<file path="src/rtl/core/sgd_pkg.sv">
// ----------------------------------------------------------------------------
// sgd_pkg
// Shared types and constants for the switch gesture detector.
// ----------------------------------------------------------------------------
`default_nettype none

package sgd_pkg;

  // Width of the internal tick counters.
  localparam int unsigned TimerBits = 16;
  // Width of the configured tick thresholds.
  localparam int unsigned ThreshBits = 16;
  // Common width used to compare a count with its threshold.
  localparam int unsigned CmpBits = (TimerBits > ThreshBits) ? TimerBits : ThreshBits;

  localparam int unsigned PosBits   = 8;
  localparam int unsigned CountBits = 8;
  localparam int unsigned AddrBits  = 4;
  localparam int unsigned DataBits  = 32;

  typedef enum logic [1:0] {
    OP_PRESS   = 2'd0,
    OP_RELEASE = 2'd1,
    OP_TICK    = 2'd2
  } op_e;

  typedef enum logic [2:0] {
    EV_NONE     = 3'd0,
    EV_INITIAL  = 3'd1,
    EV_LONG     = 3'd2,
    EV_LONG_REL = 3'd3,
    EV_MP_DONE  = 3'd4
  } event_e;

  typedef enum logic [2:0] {
    ST_IDLE      = 3'd0,
    ST_WAIT_LONG = 3'd1,
    ST_LONG_ON   = 3'd2,
    ST_MP_REL    = 3'd3,
    ST_MP_PRESS  = 3'd4
  } gesture_e;

  // Register indexes on the configuration port.
  typedef enum logic [1:0] {
    REG_LONG_EN    = 2'd0,
    REG_LONG_TICKS = 2'd1,
    REG_IDLE_TICKS = 2'd2,
    REG_MP_LIMIT   = 2'd3
  } reg_e;

  typedef struct packed {
    logic                  long_press_enable;
    logic [ThreshBits-1:0] long_press_ticks;
    logic [ThreshBits-1:0] idle_ticks;
    logic [CountBits-1:0]  multi_press_limit;
  } cfg_t;

  // Control from the gesture logic to one tick timer.
  typedef struct packed {
    logic start;
    logic stop;
  } tmr_ctrl_t;

  typedef struct packed {
    logic [PosBits-1:0]   current_position;
    event_e               event_kind;
    logic [PosBits-1:0]   event_position;
    logic [CountBits-1:0] press_total;
  } result_t;

endpackage

`default_nettype wire

</file>
<file path="src/rtl/core/sgd_cfg.sv">
// ----------------------------------------------------------------------------
// sgd_cfg
// Configuration register file behind a simple APB-style slave port.
// ----------------------------------------------------------------------------
`default_nettype none

module sgd_cfg (
  input  wire logic                         clk_i,
  input  wire logic                         rst_ni,
  input  wire logic                         psel,
  input  wire logic                         penable,
  input  wire logic                         pwrite,
  input  wire logic [sgd_pkg::AddrBits-1:0] paddr,
  input  wire logic [sgd_pkg::DataBits-1:0] pwdata,
  output logic      [sgd_pkg::DataBits-1:0] prdata,
  output logic                              pready,
  output sgd_pkg::cfg_t                     cfg_o
);
  import sgd_pkg::*;

  cfg_t cfg_q;
  logic wr_en;
  reg_e reg_sel;

  assign pready  = 1'b1;
  assign wr_en   = psel & penable & pwrite & pready;
  assign reg_sel = reg_e'(paddr[AddrBits-1:2]);

  always_ff @(posedge clk_i or negedge rst_ni) begin
    if (!rst_ni) begin
      cfg_q.long_press_enable <= 1'b1;
      cfg_q.long_press_ticks  <= ThreshBits'(1000);
      cfg_q.idle_ticks        <= ThreshBits'(300);
      cfg_q.multi_press_limit <= CountBits'(2);
    end else if (wr_en) begin
      unique case (reg_sel)
        REG_LONG_EN:    cfg_q.long_press_enable <= pwdata[0];
        REG_LONG_TICKS: cfg_q.long_press_ticks  <= pwdata[ThreshBits-1:0];
        REG_IDLE_TICKS: cfg_q.idle_ticks        <= pwdata[ThreshBits-1:0];
        REG_MP_LIMIT:   cfg_q.multi_press_limit <= pwdata[CountBits-1:0];
        default: ;
      endcase
    end
  end

  always_comb begin
    prdata = '0;
    unique case (reg_sel)
      REG_LONG_EN:    prdata = DataBits'(cfg_q.long_press_enable);
      REG_LONG_TICKS: prdata = DataBits'(cfg_q.long_press_ticks);
      REG_IDLE_TICKS: prdata = DataBits'(cfg_q.idle_ticks);
      REG_MP_LIMIT:   prdata = DataBits'(cfg_q.multi_press_limit);
      default:        prdata = '0;
    endcase
  end

  assign cfg_o = cfg_q;

endmodule

`default_nettype wire

</file>
<file path="src/rtl/core/sgd_timer.sv">
// ----------------------------------------------------------------------------
// sgd_timer
// Saturating tick counter that expires when it reaches its threshold.
// ----------------------------------------------------------------------------
`default_nettype none

module sgd_timer (
  input  wire logic                           clk_i,
  input  wire logic                           rst_ni,
  input  wire logic                           tick_i,
  input  wire logic [sgd_pkg::ThreshBits-1:0] limit_i,
  input  wire sgd_pkg::tmr_ctrl_t             ctrl_i,
  output logic                                expire_o
);
  import sgd_pkg::*;

  localparam logic [TimerBits-1:0] CountMax = {TimerBits{1'b1}};

  logic [TimerBits-1:0] cnt_q, cnt_d, cnt_inc;
  logic                 on_q, on_d;

  // The count saturates; a saturated counter expires whatever the threshold.
  assign cnt_inc  = (cnt_q == CountMax) ? cnt_q : cnt_q + 1'b1;
  assign expire_o = tick_i & on_q &
                    ((CmpBits'(cnt_inc) >= CmpBits'(limit_i)) | (cnt_inc == CountMax));

  always_comb begin
    cnt_d = cnt_q;
    on_d  = on_q;
    if (tick_i && on_q) begin
      cnt_d = cnt_inc;
      if (expire_o) begin
        on_d = 1'b0;
      end
    end
    if (ctrl_i.start) begin
      cnt_d = '0;
      on_d  = 1'b1;
    end else if (ctrl_i.stop) begin
      on_d = 1'b0;
    end
  end

  always_ff @(posedge clk_i or negedge rst_ni) begin
    if (!rst_ni) begin
      cnt_q <= '0;
      on_q  <= 1'b0;
    end else begin
      cnt_q <= cnt_d;
      on_q  <= on_d;
    end
  end

endmodule

`default_nettype wire

</file>
<file path="src/rtl/core/sgd_fsm.sv">
// ----------------------------------------------------------------------------
// sgd_fsm
// Gesture state machine: position tracking, press counting and events.
// ----------------------------------------------------------------------------
`default_nettype none

module sgd_fsm (
  input  wire logic                        clk_i,
  input  wire logic                        rst_ni,
  input  wire logic                        step_i,
  input  wire logic [1:0]                  op_i,
  input  wire logic [sgd_pkg::PosBits-1:0] pos_i,
  input  wire sgd_pkg::cfg_t               cfg_i,
  input  wire logic                        long_hit_i,
  input  wire logic                        idle_hit_i,
  output sgd_pkg::tmr_ctrl_t               long_ctrl_o,
  output sgd_pkg::tmr_ctrl_t               idle_ctrl_o,
  output sgd_pkg::result_t                 result_o
);
  import sgd_pkg::*;

  gesture_e             state_q, state_d;
  logic [PosBits-1:0]   held_q, held_d;
  logic [PosBits-1:0]   shown_q, shown_d;
  logic [CountBits-1:0] count_q, count_d;
  logic                 limit_q, limit_d;
  op_e                  op;

  assign op = op_e'(op_i);

  always_comb begin
    state_d     = state_q;
    held_d      = held_q;
    shown_d     = shown_q;
    count_d     = count_q;
    limit_d     = limit_q;
    long_ctrl_o = '0;
    idle_ctrl_o = '0;
    result_o    = '0;
    result_o.event_kind = EV_NONE;

    case (op)
      OP_PRESS:   shown_d = pos_i;
      OP_RELEASE: shown_d = '0;
      default:    shown_d = shown_q;
    endcase

    unique case (state_q)
      ST_WAIT_LONG: begin
        if (op == OP_RELEASE) begin
          state_d           = ST_MP_REL;
          long_ctrl_o.stop  = 1'b1;
          idle_ctrl_o.start = 1'b1;
        end else if (long_hit_i) begin
          state_d                 = ST_LONG_ON;
          result_o.event_kind     = EV_LONG;
          result_o.event_position = held_q;
        end
      end
      ST_LONG_ON: begin
        if (op == OP_RELEASE) begin
          result_o.event_kind     = EV_LONG_REL;
          result_o.event_position = held_q;
          state_d                 = ST_IDLE;
          held_d                  = '0;
          limit_d                 = 1'b0;
        end
      end
      ST_MP_REL: begin
        if (op == OP_PRESS) begin
          state_d          = ST_MP_PRESS;
          idle_ctrl_o.stop = 1'b1;
          if (count_q != cfg_i.multi_press_limit && count_q != {CountBits{1'b1}}) begin
            count_d = count_q + 1'b1;
          end else begin
            limit_d = 1'b1;
          end
        end else if (idle_hit_i) begin
          result_o.event_kind     = EV_MP_DONE;
          result_o.event_position = held_q;
          result_o.press_total    = limit_q ? '0 : count_q;
          state_d                 = ST_IDLE;
          held_d                  = '0;
          limit_d                 = 1'b0;
        end
      end
      ST_MP_PRESS: begin
        if (op == OP_RELEASE) begin
          state_d           = ST_MP_REL;
          long_ctrl_o.stop  = 1'b1;
          idle_ctrl_o.start = 1'b1;
        end
      end
      default: begin
        if (op == OP_PRESS) begin
          held_d                  = pos_i;
          state_d                 = ST_WAIT_LONG;
          count_d                 = CountBits'(1);
          result_o.event_kind     = EV_INITIAL;
          result_o.event_position = pos_i;
          long_ctrl_o.start       = cfg_i.long_press_enable;
        end
      end
    endcase

    result_o.current_position = shown_d;

    if (!step_i) begin
      state_d     = state_q;
      held_d      = held_q;
      shown_d     = shown_q;
      count_d     = count_q;
      limit_d     = limit_q;
      long_ctrl_o = '0;
      idle_ctrl_o = '0;
    end
  end

  always_ff @(posedge clk_i or negedge rst_ni) begin
    if (!rst_ni) begin
      state_q <= ST_IDLE;
      held_q  <= '0;
      shown_q <= '0;
      count_q <= '0;
      limit_q <= 1'b0;
    end else begin
      state_q <= state_d;
      held_q  <= held_d;
      shown_q <= shown_d;
      count_q <= count_d;
      limit_q <= limit_d;
    end
  end

endmodule

`default_nettype wire

</file>
<file path="src/rtl/core/switch_gesture_detector.sv">
// ----------------------------------------------------------------------------
// switch_gesture_detector
// Press, long-press and multi-press gesture detector for one switch.
// ----------------------------------------------------------------------------
// Usage: each input beat carries an op (press, release or one timer tick)
// and, for a press, the switch position. Every input beat produces exactly
// one output beat with the position now shown, the gesture event (if any),
// the position it refers to and, for a finished multi-press, the count.
// Both channels use valid/stall; a beat moves when valid is high and stall
// is low. The input beat is captured in an input register, the gesture
// logic and the two tick timers work on it, and the result is held in an
// output register: the result is offered once the beat has moved from the
// input register into the output register, and one beat per cycle is
// sustained while the receiver does not stall. When the receiver stalls,
// the output register holds its beat and the input register holds the
// next one; the input stall then rises, so at most two beats are in
// flight. Reset (rst_ni low, asynchronous) empties both registers,
// returns the gesture to idle with the timers stopped and loads the
// register defaults: long press enabled, 1000 long-press ticks, 300 idle
// ticks and a multi-press limit of two. Registers must be written via
// the APB-style port only while no beat is in flight; the block itself
// does not enforce this. pready is always high.
// ----------------------------------------------------------------------------
`default_nettype none

module switch_gesture_detector (
  input  wire logic                          clk_i,
  input  wire logic                          rst_ni,
  // Configuration port
  input  wire logic                          psel,
  input  wire logic                          penable,
  input  wire logic                          pwrite,
  input  wire logic [sgd_pkg::AddrBits-1:0]  paddr,
  input  wire logic [sgd_pkg::DataBits-1:0]  pwdata,
  output logic      [sgd_pkg::DataBits-1:0]  prdata,
  output logic                               pready,
  // Input channel
  input  wire logic                          in_valid_i,
  output logic                               in_stall_o,
  input  wire logic [1:0]                    op_i,
  input  wire logic [sgd_pkg::PosBits-1:0]   position_i,
  // Output channel
  output logic                               out_valid_o,
  input  wire logic                          out_stall_i,
  output logic      [sgd_pkg::PosBits-1:0]   current_position_o,
  output logic      [2:0]                    event_kind_o,
  output logic      [sgd_pkg::PosBits-1:0]   event_position_o,
  output logic      [sgd_pkg::CountBits-1:0] press_total_o
);
  import sgd_pkg::*;

  cfg_t      cfg;
  tmr_ctrl_t long_ctrl, idle_ctrl;
  result_t   result;
  logic      long_hit, idle_hit, idle_tick;

  // Input register.
  logic               in_vld_q;
  logic [1:0]         in_op_q;
  logic [PosBits-1:0] in_pos_q;

  // Output register.
  logic    out_vld_q;
  result_t out_q;

  logic step;      // the held input beat moves into the output register
  logic out_free;  // the output register can take a beat this cycle
  logic tick;

  assign out_free   = ~out_vld_q | ~out_stall_i;
  assign step       = in_vld_q & out_free;
  assign in_stall_o = in_vld_q & ~out_free;
  assign tick       = step & (op_e'(in_op_q) == OP_TICK);

  always_ff @(posedge clk_i or negedge rst_ni) begin
    if (!rst_ni) begin
      in_vld_q <= 1'b0;
    end else if (in_valid_i && !in_stall_o) begin
      in_vld_q <= 1'b1;
    end else if (step) begin
      in_vld_q <= 1'b0;
    end
  end

  always_ff @(posedge clk_i) begin
    if (in_valid_i && !in_stall_o) begin
      in_op_q  <= op_i;
      in_pos_q <= position_i;
    end
  end

  sgd_cfg u_cfg (
    .clk_i   (clk_i),
    .rst_ni  (rst_ni),
    .psel    (psel),
    .penable (penable),
    .pwrite  (pwrite),
    .paddr   (paddr),
    .pwdata  (pwdata),
    .prdata  (prdata),
    .pready  (pready),
    .cfg_o   (cfg)
  );

  // The long timer is checked first; the idle timer only sees a tick that
  // did not expire the long timer.
  sgd_timer u_long_tmr (
    .clk_i    (clk_i),
    .rst_ni   (rst_ni),
    .tick_i   (tick),
    .limit_i  (cfg.long_press_ticks),
    .ctrl_i   (long_ctrl),
    .expire_o (long_hit)
  );

  assign idle_tick = tick & ~long_hit;

  sgd_timer u_idle_tmr (
    .clk_i    (clk_i),
    .rst_ni   (rst_ni),
    .tick_i   (idle_tick),
    .limit_i  (cfg.idle_ticks),
    .ctrl_i   (idle_ctrl),
    .expire_o (idle_hit)
  );

  sgd_fsm u_fsm (
    .clk_i       (clk_i),
    .rst_ni      (rst_ni),
    .step_i      (step),
    .op_i        (in_op_q),
    .pos_i       (in_pos_q),
    .cfg_i       (cfg),
    .long_hit_i  (long_hit),
    .idle_hit_i  (idle_hit),
    .long_ctrl_o (long_ctrl),
    .idle_ctrl_o (idle_ctrl),
    .result_o    (result)
  );

  always_ff @(posedge clk_i or negedge rst_ni) begin
    if (!rst_ni) begin
      out_vld_q <= 1'b0;
    end else if (step) begin
      out_vld_q <= 1'b1;
    end else if (!out_stall_i) begin
      out_vld_q <= 1'b0;
    end
  end

  always_ff @(posedge clk_i) begin
    if (step) begin
      out_q <= result;
    end
  end

  assign out_valid_o        = out_vld_q;
  assign current_position_o = out_q.current_position;
  assign event_kind_o       = out_q.event_kind;
  assign event_position_o   = out_q.event_position;
  assign press_total_o      = out_q.press_total;

endmodule

`default_nettype wire

</file>
<file path="config.mk">
export PLATFORM = sky130hd
export DESIGN_NAME = switch_gesture_detector
export DESIGN_NICKNAME = d
export VERILOG_FILES = /design/src/rtl/core/sgd_pkg.sv /design/src/rtl/core/sgd_cfg.sv /design/src/rtl/core/sgd_timer.sv /design/src/rtl/core/sgd_fsm.sv /design/src/rtl/core/switch_gesture_detector.sv
export SDC_FILE = /design/constraint.sdc
export NUM_CORES = 1
export LEC_CHECK = 0
export ABC_AREA = 1
export BUFFER_PORTS_ARGS = -buffer_cell sky130_fd_sc_hd__buf_2
export CORE_ASPECT_RATIO = 1.75
export CORE_MARGIN = 2
export CORE_UTILIZATION = 38
export CTS_CLUSTER_SIZE = 20
export DETAILED_ROUTE_END_ITERATION = 8
export GPL_TIMING_DRIVEN = 0
export HOLD_SLACK_MARGIN = 0.02
export PLACE_DENSITY = 0.57
export SLEW_MARGIN = 0
export SYNTH_ARGS = -nofsm -noshare
export SYNTH_HDL_FRONTEND = slang
export SYNTH_HIERARCHICAL = 1
export SYNTH_SLANG_ARGS = --single-unit
</file>
<file path="constraint.sdc">
create_clock -name clk_i -period 3.3 [get_ports clk_i]
set_input_delay 0.99 -clock clk_i [delete_from_list [all_inputs] [get_ports clk_i]]
set_output_delay 0.99 -clock clk_i [all_outputs]
set_load 0.03 [all_outputs]
</file>
Yosys cells after proc, flatten, opt, wreduce, memory -nomap -nowiden
Cells that the tools add are included.
{ "op_classes": {"n_addsub": 3, "order_cmp": 2, "n_eq_ne": 24, "mux": 57, "n_bitwise": 21, "reduce_logical": 31} }
{ "op_table": {"columns": ["operator", "count"], "rows": [
  ["$pmux W32 S4", 1],
  ["$mux W16", 6],
  ["$eq A16 B16 Y1 const B", 4],
  ["$mux W8", 8],
  ["$pmux W11 S4", 1],
  ["$mux W19", 2],
  ["$add A16 B1 Y16 const B", 2],
  ["$ge A16 B16 Y1", 2],
  ["$pmux W8 S2", 2],
  ["$pmux W8 S3", 1],
  ["$mux W1", 21],
  ["$mux W3", 7],
  ["$mux W10", 2],
  ["$reduce_bool A3 Y1", 5],
  ["$pmux W3 S4", 1],
  ["$reduce_and A2 Y1", 6],
  ["$reduce_and A6 Y1", 2],
  ["$mux W11", 1],
  ["$and A1 B1 Y1", 10],
  ["$mux W9", 1],
  ["$add A8 B1 Y8 const B", 1],
  ["$ne A2 B1 Y1 const B", 4],
  ["$ne A8 B8 Y1", 1],
  ["$ne A8 B8 Y1 const B", 1],
  ["22 further kinds", 46]
]} }
{ "totals": {"register_bits": 142, "output_inout_bits": 62, "wordCells": 159} }

Depth between registers and ports, before layout
Gate-level depths: netlist of the first run.
{ "logic_depth": {"depth_word": 14, "mapped_depth": 29, "ltp_nobuf": 28} }

Modules after synthesis
Netlist of the first run, hierarchy kept.
{ "modules_own_cells": {"columns": ["module", "instances", "cells_each", "area_each_um2", "seq_area_each_um2"], "rows": [
  ["sgd_timer", 2, 258, 1684.1, 425.4],
  ["sgd_cfg", 1, 266, 2074.5, 1041.0],
  ["sgd_fsm", 1, 284, 1959.4, 700.7],
  ["switch_gesture_detector", 1, 52, 1224.9, 1161.1]
]} }

Worst setup path before layout of the first run
Ideal clock, no wire load.
{ "synth_timing": {"path_type": "register to register", "start": "register u_long_tmr.cnt_q[0]", "end": "register u_fsm.held_q[1]", "t_arrival_ns": 3.313, "required_ns": 3.174, "slack_ns": -0.139, "stages_incl_launch_ff": 27, "path_buffers": 2, "period_less_slack_ns": 3.439, "cell_sequence": "dfrtp_1 > ha_1 > nand2_2 > nor2_4 > nand4_4 > buf_6 > nand2_1 > ha_1 > a21oi_1 > o21ai_0 > a21oi_1 > o21ai_0 > nor2_1 > nand2_1 > nand2_1 > inv_1 > nor3_2 > nand2_1 > clkinv_1 > nand2_1 > inv_1 > nand2_1 > a21oi_2 > nand2_4 > buf_6 > nand2_1 > o31ai_1"} }
{ "synth_via": {"elab_chain_cells": 11, "elab_cells_between_ends": 13, "classes_between": "add/sub (1); order compare (1); eq/ne (3); mux (1); bitwise (6); reduce/logical (1)"} }
{ "synth_lines": {"columns": ["item", "line", "rtl"], "rows": [
  ["start: declaration", "sgd_timer.sv:19", "logic [TimerBits-1:0] cnt_q, cnt_d, cnt_inc;"],
  ["start signal: assignment", "sgd_timer.sv:49", "cnt_q <= cnt_d;"],
  ["$add A16 B1 Y16 or $eq A16 B16 Y1 (tied branches)", "sgd_timer.sv:23", "assign cnt_inc = (cnt_q == CountMax) ? cnt_q : cnt_q + 1'b1;"],
  ["$mux W16 (*)", "sgd_timer.sv:23", null],
  ["$ge A16 B16 Y1 or $eq A16 B16 Y1 (tied branches)", "sgd_timer.sv:25", "((CmpBits'(cnt_inc) >= CmpBits'(limit_i)) | (cnt_inc == CountMax));"],
  ["$or A1 B1 Y1 (*)", "sgd_timer.sv:25", null],
  ["$and A1 B1 Y1 (*)", "sgd_timer.sv:24", "assign expire_o = tick_i & on_q &"],
  ["net long_hit", "switch_gesture_detector.sv:55", "logic long_hit, idle_hit, idle_tick;"],
  ["$not A1 Y1 (*)", "switch_gesture_detector.sv:116", "assign idle_tick = tick & ~long_hit;"],
  ["$and A1 B1 Y1 (*)", "switch_gesture_detector.sv:116", null],
  ["net idle_tick", "switch_gesture_detector.sv:55", null],
  ["$and A1 B1 Y1 (*) (2 in a row)", "sgd_timer.sv:24", null],
  ["net idle_hit", "switch_gesture_detector.sv:55", null],
  ["$ne A2 B2 Y1 (no source line) (*)", null, null],
  ["$reduce_and A6 Y1 (no source line) (*)", null, null],
  ["end signal: assignment", "sgd_fsm.sv:128", "held_q <= held_d;"],
  ["end: declaration", "sgd_fsm.sv:23", "logic [PosBits-1:0] held_q, held_d;"]
]} }
The timed path passes the listed nets; every way through them passes the cells marked *.
A chain may end at the register's enable or synchronous reset.

Final worst setup path of the first run
{ "layout_timing": {"start": "register u_long_tmr.cnt_q[1]", "end": "register u_fsm.held_q[6]"} }
Same word-level chain as after synthesis.

==> results of run 1 <==
==> timing repair <==
item,CTS,global route
cloned,2,1
setup endpoints to repair,56,53
pin swaps,24,22
endpoints found under the hold margin,0,0
buffers inserted,23,4
gates resized for setup,74,53
==> worst max-delay path, stage by stage (launching register included) <==
cell and delay [ns]:
dfrtp_1 0.44, ha_4 0.20, nand2_4 0.06, nor2_4 0.19, nand4_1 0.22, nand2_1 0.17, nand2_2 0.10, inv_2 0.08
ha_4 0.12, inv_2 0.03, a21oi_2 0.13, o21ai_2 0.07, a21oi_2 0.13, o21ai_1 0.08, nor2_1 0.09, nand2_1 0.10
nand2_2 0.11, inv_2 0.06, nor3_4 0.12, nand2_2 0.10, clkinv_4 0.08, nand2_8 0.06, inv_6 0.07, nand2_4 0.06
a21oi_4 0.15, nand2_4 0.11, buf_6 0.16, o31ai_4 0.16
==> cell usage after synthesis, types with 2 or more instances <==
library cell and count:
nor3_1 3, nand2_2 17, o22ai_1 12, clkinv_1 2, inv_2 12, nand3_1 93, o21ai_1 7, dfrtp_1 93
buf_2 4, conb_1 2, nand4_1 13, nand2_1 409, nor3_2 3, xnor2_1 5, nand3_4 2, inv_1 114
ha_1 35, o21ai_2 5, nand3_2 2, nand3b_1 2, edfxtp_1 37, nor2_2 7, dfstp_2 12, nor2_4 19
o31ai_1 5, inv_4 2, o21ai_0 59, nand2_4 6, buf_6 7, nand4_4 2, nor2_1 65, buf_4 20
xor2_1 9, clkbuf_1 9, a21oi_1 21
==> layout make-up <==
class / instances / area (sq um)
Clock buffer: 19 / 464.2
Buffer: 39 / 291.5
Timing Repair Buffer: 110 / 730.7
Sequential cell: 142 / 3757
Clock inverter: 13 / 125.1
Fill cell: 2255 / 11590
Inverter: 130 / 506.7
Tap cell: 300 / 375.4
Multi-Input combinational cell: 821 / 4627
==> routing by layer <==
layer	routed length [um]	share of wire (%)
met5	0	0
met4	1128	4.5
met3	757	3.0
met2	13570	55
met1	9365	38
==> cells by family after synthesis <==
family / after synthesis / synth area share (%)
flip-flops: 142 / 43.51
other: 2 / 0.08705
AO/OA/AOI/OAI: 110 / 6.961
buffers and inverters: 170 / 8.992
AND/OR/NAND/NOR: 645 / 33.95
adder cells (fa/ha/maj): 35 / 5.076
XOR/XNOR: 14 / 1.421
==> metrics by stage <==
| stage | util (%) | instances | worst slack, ns |
|---|---|---|---|
| floorplan | - | 1133 | 0.04122 |
| finish | 48.41 | 1574 | -0.2747 |
| global route | 48.41 | 1574 | -0.4370 |
| CTS | 47.20 | 1569 | -0.2114 |
| global placement | 42.13 | 1512 | -0.8396 |
| detailed placement | 42.28 | 1513 | -0.8469 |
==> flip-flops by register name, summed over array words and instances, names as in the netlist <==
name                cells
u_long_tmr/cnt_q       16
out_valid_o             1
in_op_q                 2
press_total_o           8
u_fsm/count_q           8
in_vld_q                1
u_fsm/held_q            8
in_pos_q                8
u_fsm/state_q           3
event_position_o        8
u_fsm/shown_q           8
u_long_tmr/on_q         1
current_position_o      8
u_idle_tmr/cnt_q       16
u_cfg/cfg_o            41
u_fsm/limit_q           1
event_kind_o            3
u_idle_tmr/on_q         1
==> power groups by stage <==
stage	clock, mW	sequential (mW)	combinational (mW)
2_1_floorplan	0	2.61	1.66
3_3_place_gp	0	2.65	2.24
3_5_place_dp	0	2.66	2.29
4_1_cts	1.98	2.63	2.62
5_1_grt	2.06	2.70	3.19
6_report	1.95	2.65	2.84
==> worst paths after layout <==
kind                                      from                  end  depth (start not counted)
setup / recovery           u_long_tmr/cnt_q[1]      u_fsm/held_q[6]                         27
setup reg to reg           u_long_tmr/cnt_q[1]      u_fsm/held_q[6]                         27
hold / removal                 u_cfg/cfg_o[13]      u_cfg/cfg_o[13]                          2
hold reg to reg                u_cfg/cfg_o[13]      u_cfg/cfg_o[13]                          2
min in group asynchronous               rst_ni     u_fsm/count_q[4]                          1
max in group asynchronous               rst_ni  u_idle_tmr/cnt_q[0]                          2
==> impl_metrics.tcl, run 1 <==
set metrics [dict create \
    io_buffer_count 79 \
    cp_max_fo 4 \
    grt_pass1_wl_um 39250 \
    overflow 0 \
    ant_nets 0 \
    period_minus_slack_ns 3.575 \
    finalHoldViolations 0 \
    cts_max_level 4 \
    drv_cap 0 \
    synth_cell_types 38 \
    rsz0062_at_grt "true" \
    fmax_mhz 279.7 \
    fin_hold_ws_ns 0.4715 \
    fin_ws_ns -0.2747 \
    clock-root-buffer "clkbuf_16" \
    setup_viol 43 \
    insertion_delay_ns 0.44 \
    cts.clk_slew.worst_paths_ns 0.06 \
    grt_max_degree 56 \
    grt_pass1_vias 7797 \
    ys_ff_latch 142 \
    syn_area_sq_um 8627 \
    yosys.area.top_type "dfrtp_1" \
    finalNetCount 1349 \
    power.internal_mw 4.428 \
    place_hpwl_um 18280 \
    drive_gt1_share_pct 26.61 \
    synth.area.top_cells "dfrtp_1, nand2_1, edfxtp_1" \
    globalRouteMet2Util_pct 40.03 \
    synth_flop_cell "dfrtp_1" \
    timing.final.crit_share_pct 108.3 \
    power_mw 7.447 \
    min_path_type "flip-flop to flip-flop" \
    async_flop_share_pct 73.94 \
    final_cell_mix "nand2_1, inv_1, dfrtp_1" \
    wl_per_cell_um 15.77 \
    fin_worst_skew_ns 0.01353 \
    top_usage_layer "met2" \
    report.final.slew_viol_count 0 \
    violations "setup timing" \
    p_seq_share_pct 35.6 \
    drt_iter0_markers 486 \
    diodes 0 \
    synth-edff-count 37 \
    antenna_found_initial 0 \
    viasPerCell 4.914 \
    placedInstanceArea_sq_um 9500 \
    grt_usage_pct 21.02 \
    yosysTopAreaCellShare_pct 26.98 \
    p_per_area_nw_per_um2 684.6 \
    irDropWorstVdd_mv 0.4173 \
    globalplace.congestion 0.8549 \
    mostFrequentLayoutCell "nand2_1" \
    coreArea_sq_um 22470 \
    die_w_um 117.9 \
    crit_path_end_kind "flip-flop" \
    finalSetupTns_ns -7.458 \
    die_area_sq_um 23970 \
    die_height_um 203.3 \
    cp-start-kind "flip-flop" \
    stdcell_area_sq_um 10880 \
    status "finished with violations" \
    synth.avg_cell_area_sq_um 7.716 \
    reg2reg_slack_ns -0.27 \
    p_leak_nw 5.196 \
    firstDrtPassIters 5 \
    cp.arrival_ns 3.92 \
    hold_buffers 0 \
    vias 7734 \
    yosysSeqAreaShare_pct 43.51 \
    io_pins 115 \
    netSwitchingPower_mw 3.019 \
    max-clock-path-buffers 2 \
    syn_inst 1118 \
    p_comb_share_pct 38.2 \
    slew_headroom_pct 59.32 \
    critPathKind "flip-flop to flip-flop" \
    clock-sinks 142 \
    numCtsBuffers 17 \
    cp_data_required_time_ns 3.64 \
    yosysWarnings 6 \
    start_util_pct 38.40 \
    cts_tree "built" \
    switching_share_pct 40.54 \
    rows 73 \
    drc 0 \
    drt_wl_total_um 24820 \
    tightest_slew_ns 0.6103 \
    use_met3_pct 3.412 \
    p_clk_share_pct 26.2 \
    areaGrowthSynthToFinish_pct 26.09 \
    grt_use_met1_pct 21.92 \
]
Note: power is estimated with default switching activity, not from simulation.
==> inputs of run 2 (changes only) <==
--- a/config.mk
+++ b/config.mk
@@ -14,7 +14,7 @@
 export DETAILED_ROUTE_END_ITERATION = 8
 export GPL_TIMING_DRIVEN = 0
 export HOLD_SLACK_MARGIN = 0.02
-export PLACE_DENSITY = 0.57
+export PLACE_DENSITY = 0.54
 export SLEW_MARGIN = 0
 export SYNTH_ARGS = -nofsm -noshare
 export SYNTH_HDL_FRONTEND = slang
==> constraint.sdc (replaced) <==
create_clock -name clk_i -period 4 [get_ports clk_i]
set_input_delay 1.2 -clock clk_i [delete_from_list [all_inputs] [get_ports clk_i]]
set_output_delay 1.2 -clock clk_i [all_outputs]
set_load 0.03 [all_outputs]
==> run 2 against run 1 <==
  * The run now ends clean
  * Routed wire length decreased by 3.0%
  * Global-route usage decreased by 0.078 points
  * First-iteration DRC count decreased by 12%
  * Combinational power decreased by 31%
  * Count of clock-buffer cells in the layout decreased by 2
  * Critical path depth decreased by 1
  * Highest routed layer unchanged
==> impl_metrics.tcl, run 2 (synthesis results as in run 1) <==
set metrics [dict create \
    cp.arrival_ns 4.11 \
    cts_tree "built" \
    drc 0 \
    fmax_mhz 262.9 \
    netSwitchingPower_mw 2.241 \
    finalNetCount 1330 \
    rows 73 \
    grt_pass1_wl_um 38870 \
    power.internal_mw 3.451 \
    irDropWorstVdd_mv 0.3056 \
    p_clk_share_pct 27.2 \
    p_per_area_nw_per_um2 557.3 \
    fin_ws_ns 0.1961 \
    io_pins 115 \
    crit_path_end_kind "flip-flop" \
    ant_nets 0 \
    coreArea_sq_um 22470 \
    setup_viol 0 \
    min_path_type "flip-flop to flip-flop" \
    firstDrtPassIters 5 \
    clock-root-buffer "clkbuf_16" \
    critPathSlowestCell "dfrtp_1" \
    numCtsBuffers 17 \
    pre_cts_ws_ns -0.6613 \
    stdcell_area_sq_um 10210 \
    drive_gt1_share_pct 20.48 \
    max-clock-path-buffers 2 \
    report.final.slew_viol_count 0 \
    die_w_um 117.9 \
    cp_common_cell "nand2_2" \
    grt_usage_pct 20.94 \
    finalHoldViolations 0 \
    die_area_sq_um 23970 \
    largest_register_ffs 41 \
    placedInstanceArea_sq_um 9488 \
    cts_max_level 4 \
    viasPerCell 4.842 \
    antenna_found_initial 0 \
    reg2reg_slack_ns 0.20 \
    cts.clk_slew.worst_paths_ns 0.07 \
    drt_iter0_markers 428 \
    vias 7530 \
    p_seq_share_pct 38.2 \
    insertion_delay_ns 0.43 \
    critPathKind "flip-flop to flip-flop" \
    p_leak_nw 4.975 \
    wl_per_cell_um 15.48 \
    drt_wl_total_um 24070 \
    rsz0062_at_grt "false" \
    io_buffer_count 79 \
    start_util_pct 38.40 \
    grt_pass1_vias 7593 \
    timing.final.crit_share_pct 95.10 \
    diodes 0 \
    fin_worst_skew_ns 0.01026 \
    final_cell_mix "nand2_1, inv_1, nand3_1" \
    drv_cap 0 \
    period_minus_slack_ns 3.804 \
    clock-sinks 142 \
    p_comb_share_pct 34.7 \
    mostFrequentLayoutCell "nand2_1" \
    status "finished clean" \
    finalSetupTns_ns 0 \
    cp-start-kind "flip-flop" \
    areaGrowthSynthToFinish_pct 18.40 \
    tightest_slew_ns 0.6249 \
    switching_share_pct 39.37 \
    critPathMaxStageDelay_ns 0.41 \
    overflow 0 \
    globalplace.congestion 0.9155 \
    grt_max_degree 63 \
    cp_data_required_time_ns 4.30 \
    slew_headroom_pct 58.25 \
    die_height_um 203.3 \
    place_hpwl_um 18750 \
    cp_max_fo 10 \
]
[run 2: metal layers]
layer,part of all wire [%],track usage (%),routed length [um]
met1,37,20.83,8934
met2,56,40.80,13380
met3,3.0,3.468,726
met4,4.3,11.27,1028
met5,0,0,0
[run 2: layout make-up]
| class | count | area, sq um |
|---|---|---|
| clock buffers | 17 | 425.4 |
| fillers | 2324 | 12250 |
| repair buffers | 90 | 504.2 |
| plain buffers | 40 | 282.8 |
| flip-flops and latches | 142 | 3755 |
| multi-input cells | 821 | 4223 |
| well taps | 300 | 375.4 |
| inverters | 130 | 501.7 |
| clock inverters | 15 | 147.6 |
[run 2: path summary, 6_finish.rpt]
check,startpoint,endpoint,cells after the start
worst max-delay path,u_long_tmr/cnt_q[1],u_fsm/held_q[6],26
min in group asynchronous,rst_ni,u_idle_tmr/cnt_q[10],1
max in group asynchronous,rst_ni,u_cfg/cfg_o[29],2
worst max register to register,u_long_tmr/cnt_q[1],u_fsm/held_q[6],26
worst min register to register,u_cfg/cfg_o[31],u_cfg/cfg_o[31],2
worst min-delay path,u_cfg/cfg_o[31],u_cfg/cfg_o[31],2
[run 2: power groups by stage]
stage / registers [mW] / logic (mW) / clock network (mW)
floorplan: 2.15 / 1.37 / 0
global placement: 2.19 / 1.85 / 0
detailed placement: 2.19 / 1.89 / 0
CTS: 2.16 / 1.95 / 1.59
global route: 2.22 / 2.27 / 1.64
finish: 2.17 / 1.97 / 1.55
[run 2: worst max-delay path: cells and delay by family, from the launching register on]
kind                     cells  cell delay (ns)
AND/OR/NAND/NOR             14             1.56
AO/OA/AOI/OAI                6             0.83
flip-flops                   1             0.41
buffers and inverters        4             0.39
adder cells (fa/ha/maj)      2             0.46
[run 2: repair_timing]
item	CTS	global route
pin swaps	6	9
gates resized for setup	12	12
hold buffers	0	0
setup endpoints to repair	43	39
setup buffers	5	5
[run 2: per-stage QoR]
step | power (mW) | utilization, % | hold WS, ns | cells
3_5_place_dp | 4.085 | 42.23 | 0.4592 | 1513
6_report | 5.693 | 45.46 | 0.4706 | 1555
3_3_place_gp | 4.044 | 42.08 | 0.4577 | 1512
5_1_grt | 6.132 | 45.46 | 0.4867 | 1555
4_1_cts | 5.699 | 45.08 | 0.4697 | 1550
2_1_floorplan | 3.518 | - | 0.4490 | 1133
